--- src/cra_pkg.sv ---
// Shared types and constants of the compacting region allocator.
// Used by both interfaces and by every module of the block but cra_ram; depends on nothing.

package cra_pkg;

  // fixed field widths of the item channels
  localparam int unsigned FUNC_W = 2;
  localparam int unsigned REQ_W  = 5;
  localparam int unsigned ID_W   = 16;
  localparam int unsigned OFF_W  = 4;
  localparam int unsigned SIZE_W = 5;
  localparam int unsigned USED_W = 5;

  // operation codes
  typedef enum logic [FUNC_W-1:0] {
    FUNC_ADD    = 2'd0,
    FUNC_DELETE = 2'd1,
    FUNC_UNITE  = 2'd2,
    FUNC_QUERY  = 2'd3
  } func_e;

  // result status codes
  typedef enum logic [1:0] {
    STAT_OK        = 2'd0,
    STAT_NO_ROOM   = 2'd1,
    STAT_NOT_FOUND = 2'd2,
    STAT_BAD_SIZE  = 2'd3
  } status_e;

  // controller states
  typedef enum logic [2:0] {
    S_IDLE,
    S_SCAN,
    S_DECIDE,
    S_SWEEP,
    S_APPEND,
    S_DONE
  } state_e;

  // commands from controller to datapath
  typedef struct packed {
    logic start;
    logic scan;
    logic decide;
    logic sweep;
    logic sweep_end;
    logic append;
    logic load_out;
  } cmd_t;

  // status from datapath to controller
  typedef struct packed {
    logic sweep_done;
    logic ok;
    logic compact;
    logic append;
    logic out_busy;
  } stat_t;

endpackage

--- src/cra_req_if.sv ---
// Request channel of the compacting region allocator.
// Depends on cra_pkg for the field widths.

interface cra_req_if;
  logic                        valid;
  logic                        ready;
  logic [cra_pkg::FUNC_W-1:0]  func;
  logic [cra_pkg::REQ_W-1:0]   req_size;
  logic [cra_pkg::ID_W-1:0]    first_id;
  logic [cra_pkg::ID_W-1:0]    second_id;

  modport source (output valid, func, req_size, first_id, second_id, input ready);
  modport sink   (input valid, func, req_size, first_id, second_id, output ready);
endinterface

--- src/cra_rsp_if.sv ---
// Response channel of the compacting region allocator.
// Depends on cra_pkg for the field widths.

interface cra_rsp_if;
  logic                        valid;
  logic                        ready;
  logic [1:0]                  status;
  logic [cra_pkg::ID_W-1:0]    region_id;
  logic [cra_pkg::OFF_W-1:0]   region_offset;
  logic [cra_pkg::SIZE_W-1:0]  region_size;
  logic [cra_pkg::USED_W-1:0]  used_units;

  modport source (output valid, status, region_id, region_offset, region_size, used_units,
                  input ready);
  modport sink   (input valid, status, region_id, region_offset, region_size, used_units,
                  output ready);
endinterface

--- src/cra_ram.sv ---
// Generic single-write, single-read RAM with registered read data.
// Stand-alone; no package needed.

module cra_ram #(
  parameter int unsigned WIDTH = 8,
  parameter int unsigned DEPTH = 16
) (
  input  logic                     clk_i,
  input  logic                     we_i,
  input  logic [$clog2(DEPTH)-1:0] waddr_i,
  input  logic [WIDTH-1:0]         wdata_i,
  input  logic [$clog2(DEPTH)-1:0] raddr_i,
  output logic [WIDTH-1:0]         rdata_o
);

  logic [WIDTH-1:0] mem_q [DEPTH];

  // write port
  always_ff @(posedge clk_i) begin
    if (we_i) begin
      mem_q[waddr_i] <= wdata_i;
    end
  end

  // registered read port
  always_ff @(posedge clk_i) begin
    rdata_o <= mem_q[raddr_i];
  end

endmodule

--- src/cra_ctrl.sv ---
// Controller of the compacting region allocator: sequences scan, decision,
// compaction sweep, append and result hand-off. Depends on cra_pkg.

module cra_ctrl (
  input  logic            clk_i,
  input  logic            rst_ni,
  input  logic            in_valid_i,
  output logic            in_ready_o,
  input  cra_pkg::stat_t  stat_i,
  output cra_pkg::cmd_t   cmd_o
);

  cra_pkg::state_e state_q, state_d;

  // state register
  always_ff @(posedge clk_i or negedge rst_ni) begin
    if (!rst_ni) begin
      state_q <= cra_pkg::S_IDLE;
    end else begin
      state_q <= state_d;
    end
  end

  // next state
  always_comb begin
    state_d = state_q;
    case (state_q)
      cra_pkg::S_IDLE: begin
        if (in_valid_i) state_d = cra_pkg::S_SCAN;
      end
      cra_pkg::S_SCAN: begin
        if (stat_i.sweep_done) state_d = cra_pkg::S_DECIDE;
      end
      cra_pkg::S_DECIDE: begin
        if (!stat_i.ok) begin
          state_d = cra_pkg::S_DONE;
        end else if (stat_i.compact) begin
          state_d = cra_pkg::S_SWEEP;
        end else if (stat_i.append) begin
          state_d = cra_pkg::S_APPEND;
        end else begin
          state_d = cra_pkg::S_DONE;
        end
      end
      cra_pkg::S_SWEEP: begin
        if (stat_i.sweep_done) begin
          state_d = stat_i.append ? cra_pkg::S_APPEND : cra_pkg::S_DONE;
        end
      end
      cra_pkg::S_APPEND: begin
        state_d = cra_pkg::S_DONE;
      end
      cra_pkg::S_DONE: begin
        if (!stat_i.out_busy) state_d = cra_pkg::S_IDLE;
      end
      default: begin
        state_d = cra_pkg::S_IDLE;
      end
    endcase
  end

  // outputs
  always_comb begin
    in_ready_o = 1'b0;
    cmd_o      = '0;
    case (state_q)
      cra_pkg::S_IDLE: begin
        in_ready_o   = 1'b1;
        cmd_o.start  = in_valid_i;
      end
      cra_pkg::S_SCAN: begin
        cmd_o.scan = 1'b1;
      end
      cra_pkg::S_DECIDE: begin
        cmd_o.decide = 1'b1;
      end
      cra_pkg::S_SWEEP: begin
        cmd_o.sweep     = 1'b1;
        cmd_o.sweep_end = stat_i.sweep_done && !stat_i.append;
      end
      cra_pkg::S_APPEND: begin
        cmd_o.append = 1'b1;
      end
      cra_pkg::S_DONE: begin
        cmd_o.load_out = !stat_i.out_busy;
      end
      default: begin
        cmd_o = '0;
      end
    endcase
  end

endmodule

--- src/cra_datapath.sv ---
// Datapath of the compacting region allocator: region list RAMs, scan and
// compaction pointers, decision logic and the result register.
// Depends on cra_pkg and cra_ram.

module cra_datapath #(
  parameter int unsigned CAPACITY_UNITS = 16
) (
  input  logic                        clk_i,
  input  logic                        rst_ni,
  input  cra_pkg::cmd_t               cmd_i,
  output cra_pkg::stat_t              stat_o,
  input  logic [cra_pkg::FUNC_W-1:0]  func_i,
  input  logic [cra_pkg::REQ_W-1:0]   req_size_i,
  input  logic [cra_pkg::ID_W-1:0]    first_id_i,
  input  logic [cra_pkg::ID_W-1:0]    second_id_i,
  input  logic                        out_ready_i,
  output logic                        out_valid_o,
  output logic [1:0]                  status_o,
  output logic [cra_pkg::ID_W-1:0]    region_id_o,
  output logic [cra_pkg::OFF_W-1:0]   region_offset_o,
  output logic [cra_pkg::SIZE_W-1:0]  region_size_o,
  output logic [cra_pkg::USED_W-1:0]  used_units_o
);

  localparam int unsigned UW  = $clog2(CAPACITY_UNITS + 1);
  localparam int unsigned IW  = $clog2(CAPACITY_UNITS);
  localparam int unsigned CW  = ((UW > cra_pkg::REQ_W) ? UW : cra_pkg::REQ_W) + 1;
  localparam int unsigned IDW = cra_pkg::ID_W;

  // latched item
  cra_pkg::func_e             func_q;
  logic [cra_pkg::REQ_W-1:0]  req_q;
  logic [IDW-1:0]             id1_q, id2_q;

  // allocator state
  logic [UW-1:0]  count_q, total_q;
  logic [IDW-1:0] fresh_q;

  // sweep pointers
  logic [UW-1:0]  rd_ptr_q, wr_ptr_q, acc_q;
  logic           rd_vld_q;
  logic [IW-1:0]  rd_idx_q;

  // scan findings
  logic           hit1_q, hit2_q;
  logic [IW-1:0]  pos1_q, pos2_q;
  logic [UW-1:0]  off1_q, size1_q, size2_q;
  logic [UW-1:0]  app_size_q;

  // pending result
  cra_pkg::status_e res_status_q, res_status_d;
  logic [IDW-1:0]   res_id_q, res_id_d;
  logic [UW-1:0]    res_off_q, res_size_q, res_used_q;
  logic [UW-1:0]    res_off_d, res_size_d, res_used_d;

  // output register
  logic                        out_vld_q;
  logic [1:0]                  out_status_q;
  logic [IDW-1:0]              out_id_q;
  logic [cra_pkg::OFF_W-1:0]   out_off_q;
  logic [cra_pkg::SIZE_W-1:0]  out_size_q;
  logic [cra_pkg::USED_W-1:0]  out_used_q;

  // ram ports
  logic           we;
  logic [IW-1:0]  waddr;
  logic [IDW-1:0] wdata_id, rdata_id;
  logic [UW-1:0]  wdata_size, rdata_size;
  logic           rd_issue;
  logic           keep;

  // decision
  cra_pkg::status_e dec_status;
  logic             dec_compact, dec_append;
  logic [UW-1:0]    combined, lo_pos;
  logic [CW-1:0]    req_w, room_w;

  cra_ram #(.WIDTH(IDW), .DEPTH(CAPACITY_UNITS)) u_ids (
    .clk_i   (clk_i),
    .we_i    (we),
    .waddr_i (waddr),
    .wdata_i (wdata_id),
    .raddr_i (rd_ptr_q[IW-1:0]),
    .rdata_o (rdata_id)
  );

  cra_ram #(.WIDTH(UW), .DEPTH(CAPACITY_UNITS)) u_sizes (
    .clk_i   (clk_i),
    .we_i    (we),
    .waddr_i (waddr),
    .wdata_i (wdata_size),
    .raddr_i (rd_ptr_q[IW-1:0]),
    .rdata_o (rdata_size)
  );

  // read issue during scan and sweep
  assign rd_issue = (cmd_i.scan || cmd_i.sweep) && (rd_ptr_q < count_q);

  // entries that survive compaction
  assign keep = (rd_idx_q != pos1_q) &&
                !((func_q == cra_pkg::FUNC_UNITE) && (rd_idx_q == pos2_q));

  // write port: sweep copies down, append writes the new region
  always_comb begin
    we         = 1'b0;
    waddr      = wr_ptr_q[IW-1:0];
    wdata_id   = rdata_id;
    wdata_size = rdata_size;
    if (cmd_i.append) begin
      we         = 1'b1;
      wdata_id   = fresh_q;
      wdata_size = app_size_q;
    end else if (cmd_i.sweep && rd_vld_q && keep) begin
      we = 1'b1;
    end
  end

  // decision on the scanned list
  assign req_w    = CW'(req_q);
  assign room_w   = CW'(CAPACITY_UNITS) - CW'(total_q);
  assign combined = size1_q + size2_q;
  assign lo_pos   = ((func_q == cra_pkg::FUNC_UNITE) && (pos2_q < pos1_q)) ?
                    UW'(pos2_q) : UW'(pos1_q);

  always_comb begin
    dec_status  = cra_pkg::STAT_OK;
    dec_compact = 1'b0;
    dec_append  = 1'b0;
    case (func_q)
      cra_pkg::FUNC_ADD: begin
        if (req_q == '0) begin
          dec_status = cra_pkg::STAT_BAD_SIZE;
        end else if ((req_w > room_w) || (count_q >= UW'(CAPACITY_UNITS))) begin
          dec_status = cra_pkg::STAT_NO_ROOM;
        end else begin
          dec_append = 1'b1;
        end
      end
      cra_pkg::FUNC_DELETE: begin
        if (!hit1_q) dec_status = cra_pkg::STAT_NOT_FOUND;
        else dec_compact = 1'b1;
      end
      cra_pkg::FUNC_UNITE: begin
        if ((id1_q == id2_q) || !hit1_q || !hit2_q) begin
          dec_status = cra_pkg::STAT_NOT_FOUND;
        end else begin
          dec_compact = 1'b1;
          dec_append  = 1'b1;
        end
      end
      cra_pkg::FUNC_QUERY: begin
        if (!hit1_q) dec_status = cra_pkg::STAT_NOT_FOUND;
      end
      default: begin
        dec_status = cra_pkg::STAT_NOT_FOUND;
      end
    endcase
  end

  assign stat_o.sweep_done = (rd_ptr_q == count_q) && !rd_vld_q;
  assign stat_o.ok         = (dec_status == cra_pkg::STAT_OK);
  assign stat_o.compact    = dec_compact;
  assign stat_o.append     = dec_append;
  assign stat_o.out_busy   = out_vld_q && !out_ready_i;

  // allocator state
  always_ff @(posedge clk_i or negedge rst_ni) begin
    if (!rst_ni) begin
      count_q <= '0;
      total_q <= '0;
      fresh_q <= '0;
    end else begin
      if (cmd_i.decide && (dec_status == cra_pkg::STAT_OK)) begin
        case (func_q)
          cra_pkg::FUNC_ADD:    total_q <= total_q + UW'(req_q);
          cra_pkg::FUNC_DELETE: total_q <= total_q - size1_q;
          default:              total_q <= total_q;
        endcase
      end
      if (cmd_i.sweep_end) begin
        count_q <= wr_ptr_q;
      end
      if (cmd_i.append) begin
        count_q <= wr_ptr_q + UW'(1);
        fresh_q <= fresh_q + IDW'(1);
      end
    end
  end

  // read pipeline valid
  always_ff @(posedge clk_i or negedge rst_ni) begin
    if (!rst_ni) begin
      rd_vld_q <= 1'b0;
    end else begin
      rd_vld_q <= rd_issue;
    end
  end

  // item capture, pointers, scan findings
  always_ff @(posedge clk_i) begin
    if (cmd_i.start) begin
      func_q   <= cra_pkg::func_e'(func_i);
      req_q    <= req_size_i;
      id1_q    <= first_id_i;
      id2_q    <= second_id_i;
      rd_ptr_q <= '0;
      acc_q    <= '0;
      hit1_q   <= 1'b0;
      hit2_q   <= 1'b0;
    end else begin
      if (rd_issue) begin
        rd_ptr_q <= rd_ptr_q + UW'(1);
        rd_idx_q <= rd_ptr_q[IW-1:0];
      end
      // scan: first match of each id, and the offset of the first id
      if (cmd_i.scan && rd_vld_q) begin
        acc_q <= acc_q + rdata_size;
        if (!hit1_q && (rdata_id == id1_q)) begin
          hit1_q  <= 1'b1;
          pos1_q  <= rd_idx_q;
          off1_q  <= acc_q;
          size1_q <= rdata_size;
        end
        if (!hit2_q && (rdata_id == id2_q)) begin
          hit2_q  <= 1'b1;
          pos2_q  <= rd_idx_q;
          size2_q <= rdata_size;
        end
      end
      // sweep: surviving entries move down
      if (cmd_i.sweep && rd_vld_q && keep) begin
        wr_ptr_q <= wr_ptr_q + UW'(1);
      end
      // decision: set up the sweep and the append
      if (cmd_i.decide) begin
        rd_ptr_q   <= lo_pos;
        wr_ptr_q   <= (func_q == cra_pkg::FUNC_ADD) ? count_q : lo_pos;
        app_size_q <= (func_q == cra_pkg::FUNC_ADD) ? UW'(req_q) : combined;
      end
    end
  end

  // pending result fields from the decision
  always_comb begin
    res_status_d = dec_status;
    res_id_d     = '0;
    res_off_d    = '0;
    res_size_d   = '0;
    res_used_d   = total_q;
    if (dec_status == cra_pkg::STAT_OK) begin
      case (func_q)
        cra_pkg::FUNC_ADD: begin
          res_id_d   = fresh_q;
          res_off_d  = total_q;
          res_size_d = UW'(req_q);
          res_used_d = total_q + UW'(req_q);
        end
        cra_pkg::FUNC_DELETE: begin
          res_id_d   = id1_q;
          res_off_d  = off1_q;
          res_size_d = size1_q;
          res_used_d = total_q - size1_q;
        end
        cra_pkg::FUNC_UNITE: begin
          res_id_d   = fresh_q;
          res_off_d  = total_q - combined;
          res_size_d = combined;
        end
        cra_pkg::FUNC_QUERY: begin
          res_id_d   = id1_q;
          res_off_d  = off1_q;
          res_size_d = size1_q;
        end
        default: begin
          res_id_d = '0;
        end
      endcase
    end
  end

  // pending result, settled at the decision
  always_ff @(posedge clk_i) begin
    if (cmd_i.decide) begin
      res_status_q <= res_status_d;
      res_id_q     <= res_id_d;
      res_off_q    <= res_off_d;
      res_size_q   <= res_size_d;
      res_used_q   <= res_used_d;
    end
  end

  // output register valid
  always_ff @(posedge clk_i or negedge rst_ni) begin
    if (!rst_ni) begin
      out_vld_q <= 1'b0;
    end else if (cmd_i.load_out) begin
      out_vld_q <= 1'b1;
    end else if (out_ready_i) begin
      out_vld_q <= 1'b0;
    end
  end

  // output register payload
  always_ff @(posedge clk_i) begin
    if (cmd_i.load_out) begin
      out_status_q <= res_status_q;
      out_id_q     <= res_id_q;
      out_off_q    <= cra_pkg::OFF_W'(res_off_q);
      out_size_q   <= cra_pkg::SIZE_W'(res_size_q);
      out_used_q   <= cra_pkg::USED_W'(res_used_q);
    end
  end

  assign out_valid_o     = out_vld_q;
  assign status_o        = out_status_q;
  assign region_id_o     = out_id_q;
  assign region_offset_o = out_off_q;
  assign region_size_o   = out_size_q;
  assign used_units_o    = out_used_q;

endmodule

--- src/compacting_region_allocator_top.sv ---
// Top level of the compacting region allocator: controller, datapath, channels.
// Depends on cra_pkg, cra_req_if, cra_rsp_if, cra_ctrl and cra_datapath.
//
// Usage:
//   req_i carries one command item (add, delete, unite, query); rsp_o returns
//   exactly one result item per command, in order.
//   Commands are handled one at a time. A command scans the region list
//   through the RAM read port, one entry per cycle, then passes a decision
//   state. Delete and unite add a compaction sweep from the lowest removed
//   position to the end of the list (one entry per cycle on the same read
//   port), add and unite add an append state, and the done state loads the
//   result register once the earlier result is taken; the next item is
//   accepted after that load. The result register decouples the sides: a
//   stalled receiver holds the result, the next command is still accepted
//   and worked on, and its result waits until the earlier one is taken.
//   Reset empties the region list and restarts fresh ids at zero; no
//   clearing pass is needed, since only live entries are ever read.

module compacting_region_allocator_top #(
  parameter int unsigned CAPACITY_UNITS = 16
) (
  input  logic              clk_i,
  input  logic              rst_ni,
  cra_req_if.sink           req_i,
  cra_rsp_if.source         rsp_o
);

  cra_pkg::cmd_t  cmd;
  cra_pkg::stat_t stat;

  // sequencing
  cra_ctrl u_ctrl (
    .clk_i      (clk_i),
    .rst_ni     (rst_ni),
    .in_valid_i (req_i.valid),
    .in_ready_o (req_i.ready),
    .stat_i     (stat),
    .cmd_o      (cmd)
  );

  // list storage and arithmetic
  cra_datapath #(.CAPACITY_UNITS(CAPACITY_UNITS)) u_datapath (
    .clk_i           (clk_i),
    .rst_ni          (rst_ni),
    .cmd_i           (cmd),
    .stat_o          (stat),
    .func_i          (req_i.func),
    .req_size_i      (req_i.req_size),
    .first_id_i      (req_i.first_id),
    .second_id_i     (req_i.second_id),
    .out_ready_i     (rsp_o.ready),
    .out_valid_o     (rsp_o.valid),
    .status_o        (rsp_o.status),
    .region_id_o     (rsp_o.region_id),
    .region_offset_o (rsp_o.region_offset),
    .region_size_o   (rsp_o.region_size),
    .used_units_o    (rsp_o.used_units)
  );

`ifndef SYNTHESIS
  // a loaded result is presented on the next cycle
  assert property (@(posedge clk_i) disable iff (!rst_ni)
    cmd.load_out |=> rsp_o.valid)
    else $error("result load did not raise rsp valid");

  // a result is never loaded over one still waiting
  assert property (@(posedge clk_i) disable iff (!rst_ni)
    cmd.load_out |-> !stat.out_busy)
    else $error("result register overwritten while stalled");

  // after an accepted item the block is busy
  assert property (@(posedge clk_i) disable iff (!rst_ni)
    (req_i.valid && req_i.ready) |=> !req_i.ready)
    else $error("second item accepted while one is in work");
`endif

endmodule

--- src/flat_wrapper.sv ---
// flat-port wrapper written by rule: the top's interface ports become plain ports
module compacting_region_allocator_top_flat 
#(
  parameter int unsigned CAPACITY_UNITS = 16
)
  (clk_i, rst_ni, req_i_valid, req_i_func, req_i_req_size, req_i_first_id, req_i_second_id, req_i_ready, rsp_o_valid, rsp_o_status, rsp_o_region_id, rsp_o_region_offset, rsp_o_region_size, rsp_o_used_units, rsp_o_ready);
  cra_req_if req_i_i ();
  cra_rsp_if rsp_o_i ();
  input  logic clk_i;
  input  logic rst_ni;
  input wire logic [$bits(req_i_i.valid)-1:0] req_i_valid;
  input wire logic [$bits(req_i_i.func)-1:0] req_i_func;
  input wire logic [$bits(req_i_i.req_size)-1:0] req_i_req_size;
  input wire logic [$bits(req_i_i.first_id)-1:0] req_i_first_id;
  input wire logic [$bits(req_i_i.second_id)-1:0] req_i_second_id;
  output wire logic [$bits(req_i_i.ready)-1:0] req_i_ready;
  output wire logic [$bits(rsp_o_i.valid)-1:0] rsp_o_valid;
  output wire logic [$bits(rsp_o_i.status)-1:0] rsp_o_status;
  output wire logic [$bits(rsp_o_i.region_id)-1:0] rsp_o_region_id;
  output wire logic [$bits(rsp_o_i.region_offset)-1:0] rsp_o_region_offset;
  output wire logic [$bits(rsp_o_i.region_size)-1:0] rsp_o_region_size;
  output wire logic [$bits(rsp_o_i.used_units)-1:0] rsp_o_used_units;
  input wire logic [$bits(rsp_o_i.ready)-1:0] rsp_o_ready;
  assign req_i_i.valid = req_i_valid;
  assign req_i_i.func = req_i_func;
  assign req_i_i.req_size = req_i_req_size;
  assign req_i_i.first_id = req_i_first_id;
  assign req_i_i.second_id = req_i_second_id;
  assign req_i_ready = req_i_i.ready;
  assign rsp_o_valid = rsp_o_i.valid;
  assign rsp_o_status = rsp_o_i.status;
  assign rsp_o_region_id = rsp_o_i.region_id;
  assign rsp_o_region_offset = rsp_o_i.region_offset;
  assign rsp_o_region_size = rsp_o_i.region_size;
  assign rsp_o_used_units = rsp_o_i.used_units;
  assign rsp_o_i.ready = rsp_o_ready;
  compacting_region_allocator_top #(.CAPACITY_UNITS(CAPACITY_UNITS)) u_core (.clk_i(clk_i), .rst_ni(rst_ni), .req_i(req_i_i), .rsp_o(rsp_o_i));
endmodule
--- config.mk ---
export PLATFORM = sky130hd
export DESIGN_NAME = compacting_region_allocator_top_flat
export DESIGN_NICKNAME = d
export VERILOG_FILES = /design/src/cra_pkg.sv /design/src/cra_req_if.sv /design/src/cra_rsp_if.sv /design/src/cra_ram.sv /design/src/cra_ctrl.sv /design/src/cra_datapath.sv /design/src/compacting_region_allocator_top.sv /design/src/flat_wrapper.sv
export SDC_FILE = /design/constraint.sdc
export NUM_CORES = 1
export LEC_CHECK = 0
export ABC_AREA = 1
export BUFFER_PORTS_ARGS = -buffer_cell sky130_fd_sc_hd__buf_4
export CORE_ASPECT_RATIO = 1.4
export CORE_MARGIN = 4
export CORE_UTILIZATION = 25
export CTS_BUF_LIST = sky130_fd_sc_hd__clkbuf_8 sky130_fd_sc_hd__clkbuf_16
export DETAILED_ROUTE_END_ITERATION = 6
export PLACE_DENSITY = 0.41
export SLEW_MARGIN = 15
export SYNTH_ARGS = -nofsm -noshare
export SYNTH_HDL_FRONTEND = slang
export SYNTH_HIERARCHICAL = 1
export SYNTH_SLANG_ARGS = --single-unit
--- constraint.sdc ---
create_clock -name clk_i -period 4.45 [get_ports clk_i]
set_input_delay 0.89 -clock clk_i [delete_from_list [all_inputs] [get_ports clk_i]]
set_output_delay 0.89 -clock clk_i [all_outputs]
set_load 0.01 [all_outputs]
==> qor.txt, run 1 <==
Avg Cell Area, Syn: 10.2 µm²
CTS tree: done
Logic pwr share: 0.300
Post-Synth XOR/XNOR Area: 0.0180
H-tree levels: 2
Remaining DRCs: 0
DIE HEIGHT: 377 µm
synth top area cells: edfxtp_1, nand2_1, inv_1
worst vdd ir: 0.386 mV
number of distinct library cells after synthesis: 47
Ys Warns: 6
NumNets Final: 2572
Sw Ratio: 0.366
Final Util: 0.293
Post-Syn Area: 0.0244 mm²
#FFs+latches synth: 538
Internal Power: 11.1 mW
Crit Path Class: reg2reg
clk buf depth: 3
reg2reg start: u_core/u_datapath/total_q[1]
RR Endpoint: u_core/u_ctrl/state_q[1]
Root Buffer: clkbuf_16
Worst Skew: 0.0456 ns
Worst EP arrival: 3.89 ns
min-delay worst type: in2async
placement row count: 135
Final setup viols: 0
part of the cycle the worst path needs: 0.752
RSZ-0062 raised after global routing: false
Ports: 77
ys flop type: edfxtp_1
post-CTS sizing: 0
WP data required: 4.99 ns
die area: 0.103 mm²
Worst Max-Slew Pin Slew: 1.03 ns
Compound-Gate Fraction of Synth Area: 0.0337
largest family of logic cells by synthesized area: simple AND/OR/NAND/NOR gates
Clock Power Share: 0.278
simple logic cell fraction of the synthesized area: 0.196
total power: 17.5 mW
TritonRoute pass-1 iters: 6
initial drt markers: 1057
Net Sw Power: 6.43 mW
Post-Place Setup Slack: 1.09 ns
crit-path max FO: 34
final hold vios: 0
core area: 0.0968 mm²
cell taking the most area after synthesis: edfxtp_1
DR WL/cell: 17.7 µm
setup TNS: 0 ns
grt ovf: 0
post-synthesis net count: 2481
gr usage total: 0.132
first-pass GRT wire length: 103000 µm
Post-synth EDFFs: 475
mux share of post-synthesis cell area: 0
Reg power frac: 0.422
Worst Setup End Kind: flip-flop
# port buffers: 76
post-route ant nets: 0
Setup WS post-layout: 1.10 ns
hold buffer count at cts: 0
R2R setup slack: 1.10 ns
via count: 16200
pin count of the biggest net entering global routing: 115
Syn Inst Count: 2397
post-layout minimum cycle time: 3.35 ns
count leader, synth: nand2_1
CP Launch Type: flip-flop
Adder-Cell Fraction of Synth Area: 0.0223
DIE WIDTH: 272 µm
clock latency on the worst-skew pair: 0.65 ns
fmax: 299 MHz
Initial Util: 0.252
post-synth top area share: 0.585
Post-DP HPWL: 43800 µm
vias in the first global route: 16600
# diodes: 0
Reg2Reg Depth: 16
Post-CTS Setup Bufs: 0
PD cells: 618 mW/mm²
number of fill cells: 9963
routability cong.: 0.866
hold slack: 0.204 ns
worst rel slew slack: 0.316
clk sinks: 538
Reg clk slew, reported paths: 0.07 ns
Pins Over Slew Limit: 0
sequential fraction of the synthesis area: 0.643
number of CTS-inserted buffers: 52
layout cells sized above 1: 0.123
leakage power: 11.8 nW
synth cell count leaders: nand2_1, edfxtp_1, inv_1
area delta synth->final: 16.3%
max cap viols: 0
initial antenna violation count: 0
WL final: 68000 µm
vias per cell: 4.23
outcome: finished clean
Async SR Flop Fraction: 0.0576
==> through the flow <==
stage | cell area [µm²] | std cells
after floorplan | 24400 | 2397
after global placement | 26500 | 3735
after detailed placement | 26500 | 3735
after CTS | 28400 | 3833
after global routing | 28400 | 3833
final | 28400 | 3833
==> sequential cells by signal, summed over array words and instances (netlist names), 16 cells and up <==
signal	count
u_core/u_datapath/u_ids/mem_q	256
u_core/u_datapath/u_sizes/mem_q	80
u_core/u_datapath/fresh_q	16
u_core/u_datapath/id1_q	16
u_core/u_datapath/id2_q	16
u_core/u_datapath/region_id_o	16
u_core/u_datapath/res_id_q	16
u_core/u_datapath/u_ids/rdata_o	16
==> logic make-up after synthesis <==
logic type,after synthesis
simple gates,1124
flops,538
buf+inv,497
compound gates,147
xor+xnor,50
fa+ha+maj,41
==> layer usage <==
layer | part of all wire | GRT usage | wire length, µm
met1 | 0.41 | 0.152 | 27900
met2 | 0.52 | 0.247 | 35600
met3 | 0.033 | 0.0186 | 2250
met4 | 0.035 | 0.0476 | 2350
met5 | 0 | 0 | 0
==> cell usage in the layout, fill, tap and decap left out, types with 36 or more instances in the layout <==
| master | n |
|---|---|
| edfxtp_1 | 475 |
| clkbuf_16 | 52 |
| inv_1 | 377 |
| nor2_1 | 106 |
| nand2_1 | 652 |
| ha_1 | 37 |
| inv_2 | 36 |
| buf_4 | 123 |
| nand3_1 | 277 |
| o21ai_0 | 80 |
==> worst max path at each step <==
stage / from / endpoint / slack (ns) / depth (start not counted)
2_1_floorplan: req_i_valid / u_core/u_datapath/off1_q[0] / 0.82 / 8
3_3_place_gp: u_core/u_datapath/total_q[1] / u_core/u_ctrl/state_q[2] / 1.09 / 17
3_5_place_dp: u_core/u_datapath/total_q[1] / u_core/u_ctrl/state_q[2] / 1.09 / 17
4_1_cts: u_core/u_datapath/total_q[1] / u_core/u_ctrl/state_q[2] / 1.06 / 17
5_1_grt: u_core/u_datapath/total_q[1] / u_core/u_ctrl/state_q[1] / 0.76 / 16
6_report: u_core/u_datapath/total_q[1] / u_core/u_ctrl/state_q[1] / 1.10 / 16
==> final cells by class <==
cell class | count | area, µm² | share of cell area
flip-flops and latches | 538 | 15700 | 0.553
well taps | 1301 | 1630 | 0.0574
clock buffers | 55 | 1340 | 0.0473
clock inverters | 43 | 541 | 0.0191
repair buffers | 124 | 943 | 0.0333
inverters | 410 | 1550 | 0.0547
multi-input cells | 1362 | 6660 | 0.235
==> worst max-delay path: stages, from the launching register on <==
cell and delay, ns:
dfrtp_1 0.50, inv_1 0.19, ha_1 0.26, nand3_1 0.10, xor2_1 0.17, ha_1 0.27, nand3_1 0.11, o22ai_1 0.08
o21ai_0 0.37, nand2_1 0.16, nand2_2 0.19, nand2_4 0.25, inv_1 0.21, nand3_1 0.13, nand2_1 0.09, nand2_1 0.05
o21bai_1 0.13
==> power by group through the flow <==
stage                     clock [mW]  combinational, mW  sequential, mW
after floorplan                    0               3.71            7.16
after global placement             0               5.32            7.51
after detailed placement           0               5.34            7.51
after CTS                       5.05               5.36            7.41
after global routing            5.25               5.96            7.47
final                           4.88               5.26            7.40
No activity file was read; power rests on OpenSTA's default activity.
==> run 2, diff against run 1 <==
clock period = 2.8 ns   (was 4.45 ns; I/O delays follow)
==> qor.txt, run 2 (synthesis results as in run 1) <==
clk sinks: 538 (unchanged)
post-route ant nets: 0 (unchanged)
Regs by FF count: u_core/u_datapath/u_ids/mem_q (256), u_core/u_datapath/u_sizes/mem_q (80)
leakage power: 12.1 nW (+2.0%)
DIE WIDTH: 272 µm (unchanged)
vias in the first global route: 16600 (+0.054%)
post-layout minimum cycle time: 2.65 ns (-0.693 ns)
clock latency on the worst-skew pair: 0.64 ns (about the same)
crit-path max FO: 13 (-62%)
DIE HEIGHT: 377 µm (unchanged)
layout cells sized above 1: 0.141 (+0.0174)
H-tree levels: 2 (unchanged)
# port buffers: 76 (unchanged)
Root Buffer: clkbuf_16
pin count of the biggest net entering global routing: 103 (-10%)
Max stage delay on crit path: 0.42 ns (-0.08 ns)
CTS tree: done
Worst EP arrival: 3.02 ns (-0.87 ns)
clk buf depth: 3 (unchanged)
CP Launch Type: flip-flop
most common cell after layout, fill and taps aside: nand2_1
# diodes: 0 (unchanged)
Ports: 77 (unchanged)
Final Instance Count excl. Fillers: 3883 (+1.3%)
CP most frequent cell: buf_4
placement row count: 135 (unchanged)
R2R setup slack: 0.15 ns (-0.96 ns)
worst rel slew slack: 0.323 (+0.00755)
Worst Skew: 0.0269 ns (-0.0187 ns)
TritonRoute pass-1 iters: 5 (-1)
Final setup viols: 0 (unchanged)
number of CTS-inserted buffers: 53 (+1.9%)
final hold vios: 0 (unchanged)
max cap viols: 0 (unchanged)
Reg power frac: 0.413 (-0.009)
Initial Util: 0.252 (unchanged)
Sw Ratio: 0.372 (+0.00605)
worst vdd ir: 0.608 mV (+58%)
Net Sw Power: 10.3 mW (+61%)
Most flops, register: u_core/u_datapath/u_ids/mem_q
grt ovf: 0 (unchanged)
Reg clk slew, reported paths: 0.07 ns (about the same)
part of the cycle the worst path needs: 0.948 (+0.196)
initial drt markers: 1003 (-5.1%)
routability cong.: 0.855 (-1.3%)
core area: 0.0968 mm² (unchanged)
CP top delay family: buffers and inverters
WP buf/inv: 6 (+4)
area delta synth->final: 18.2%
NumNets Final: 2625 (+2.1%)
Pins Over Slew Limit: 0 (unchanged)
Worst Setup End Kind: flip-flop
vias per cell: 4.20 (-0.72%)
Worst Max-Slew Pin Slew: 1.02 ns (-0.0113 ns)
crit path cell chain: inv_2 > buf_4 > buf_4 > nand4_1 > nand2_1 > ha_4 > a21oi_1 > o22ai_1 > o21ai_1 > buf_4 > nand2_2 > buf_4 > nand2_4 > nand2_4 > buf_12 > nand2_1 > o21ai_0
Internal Power: 17.4 mW (+57%)
initial antenna violation count: 1 (+1)
Clock Power Share: 0.249 (-0.029)
PD cells: 962 mW/mm² (+56%)
dpl cells: 3783 (+1.3%)
gr usage total: 0.130 (-0.00126)
Crit Path Class: reg2reg
WP data required: 3.17 ns (-1.82 ns)
Remaining DRCs: 0 (unchanged)
die area: 0.103 mm² (unchanged)
slowest library cell on the worst path: dfrtp_1
WL final: 67600 µm (-0.66%)
setup TNS: 0 ns (unchanged)
DR WL/cell: 17.4 µm (-1.9%)
fmax: 377 MHz (+26%)
Post-DP HPWL: 44600 µm (+1.9%)
outcome: finished clean
most frequent cells in the layout: nand2_1, edfxtp_1, inv_1
first-pass GRT wire length: 102000 µm (-1.3%)
min-delay worst type: in2reg
max reg flops: 256 (unchanged)
total power: 27.7 mW (+58%)
via count: 16300 (+0.57%)
Logic pwr share: 0.338 (+0.038)
==> run 2: changes by cell type in the layout (fill, tap and decap cells not counted), moves of 3 or more <==
cell       previous run  this run
ha_4                  0         3
buf_4               123       154
inv_1               377       380
clkinv_2             11         7
clkinv_1              8        12
bufinv_16            11         3
o21ai_0              80        74
inv_2                36        39
buf_12                1        20
o21ai_1               0         6
ha_1                 37        34
==> run 2: layer usage <==
metal / global-route usage / vias up / wire length [µm]
li1: - / 8101 / -
met1: 0.150 / 7818 / 27500
met2: 0.246 / 275 / 35700
met3: 0.0184 / 110 / 2290
met4: 0.0448 / 0 / 2090
met5: 0 / - / 0
==> run 2: repair_timing <==
item | 4_1_cts | 5_1_grt
pin swaps | 0 | 7
setup buffers | 0 | 3
hold endpoints to repair | 31 | 0
hold buffers | 1 | 0
setup endpoints to repair | 4 | 43
gates resized for setup | 4 | 22
==> run 2: worst register-to-register path, cell delays in order (launching register included) <==
cell and delay, ns:
dfrtp_1 0.42, inv_2 0.09, buf_4 0.10, buf_4 0.11
nand4_1 0.13, nand2_1 0.15, ha_4 0.22, a21oi_1 0.16
o22ai_1 0.10, o21ai_1 0.15, buf_4 0.15, nand2_2 0.06
buf_4 0.14, nand2_4 0.07, nand2_4 0.08, buf_12 0.15
nand2_1 0.05, o21ai_0 0.08
==> run 2: cell type report <==
class | instances | area (µm²)
clock buffer | 55 | 1350
timing repair buffer | 176 | 1580
inverter | 410 | 1550
fill | 9999 | 68000
sequential | 538 | 15700
tap | 1301 | 1630
clock inverter | 41 | 280
multi-input combinational | 1362 | 6740
==> run 2: final timing paths <==
check / start / to / depth (start not counted)
worst max-delay path: u_core/u_datapath/total_q[0] / u_core/u_datapath/res_used_q[1] / 17
worst min-delay path: req_i_first_id[8] / u_core/u_datapath/id1_q[8] / 1
worst max register to register: u_core/u_datapath/total_q[0] / u_core/u_datapath/res_used_q[1] / 17
worst min register to register: u_core/u_datapath/res_id_q[1] / u_core/u_datapath/region_id_o[1] / 0
max in group asynchronous: rst_ni / u_core/u_datapath/total_q[0] / 2
min in group asynchronous: rst_ni / u_core/u_datapath/fresh_q[8] / 2
==> run 2: power by group through the flow <==
stage	clock (mW)	combinational, mW	sequential (mW)
floorplan	0	5.91	11.4
global placement	0	9.37	11.6
detailed placement	0	9.39	11.6
CTS	7.15	9.45	11.5
global route	7.45	10.5	11.6
finish	6.89	9.37	11.5
==> run 2: stage by stage <==
step / setup slack, ns / hold WS, ns / cell area [µm²] / util
final: 0.147 / 0.0905 / 28800 / 0.298
after global routing: -0.00111 / 0.0582 / 28800 / 0.298
after CTS: 0.00267 / 0.0531 / 28700 / 0.297
after detailed placement: -0.114 / 0.405 / 27100 / 0.280
after global placement: -0.119 / 0.402 / 27100 / 0.280
after floorplan: 0.0328 / 0.264 / 24400 / -
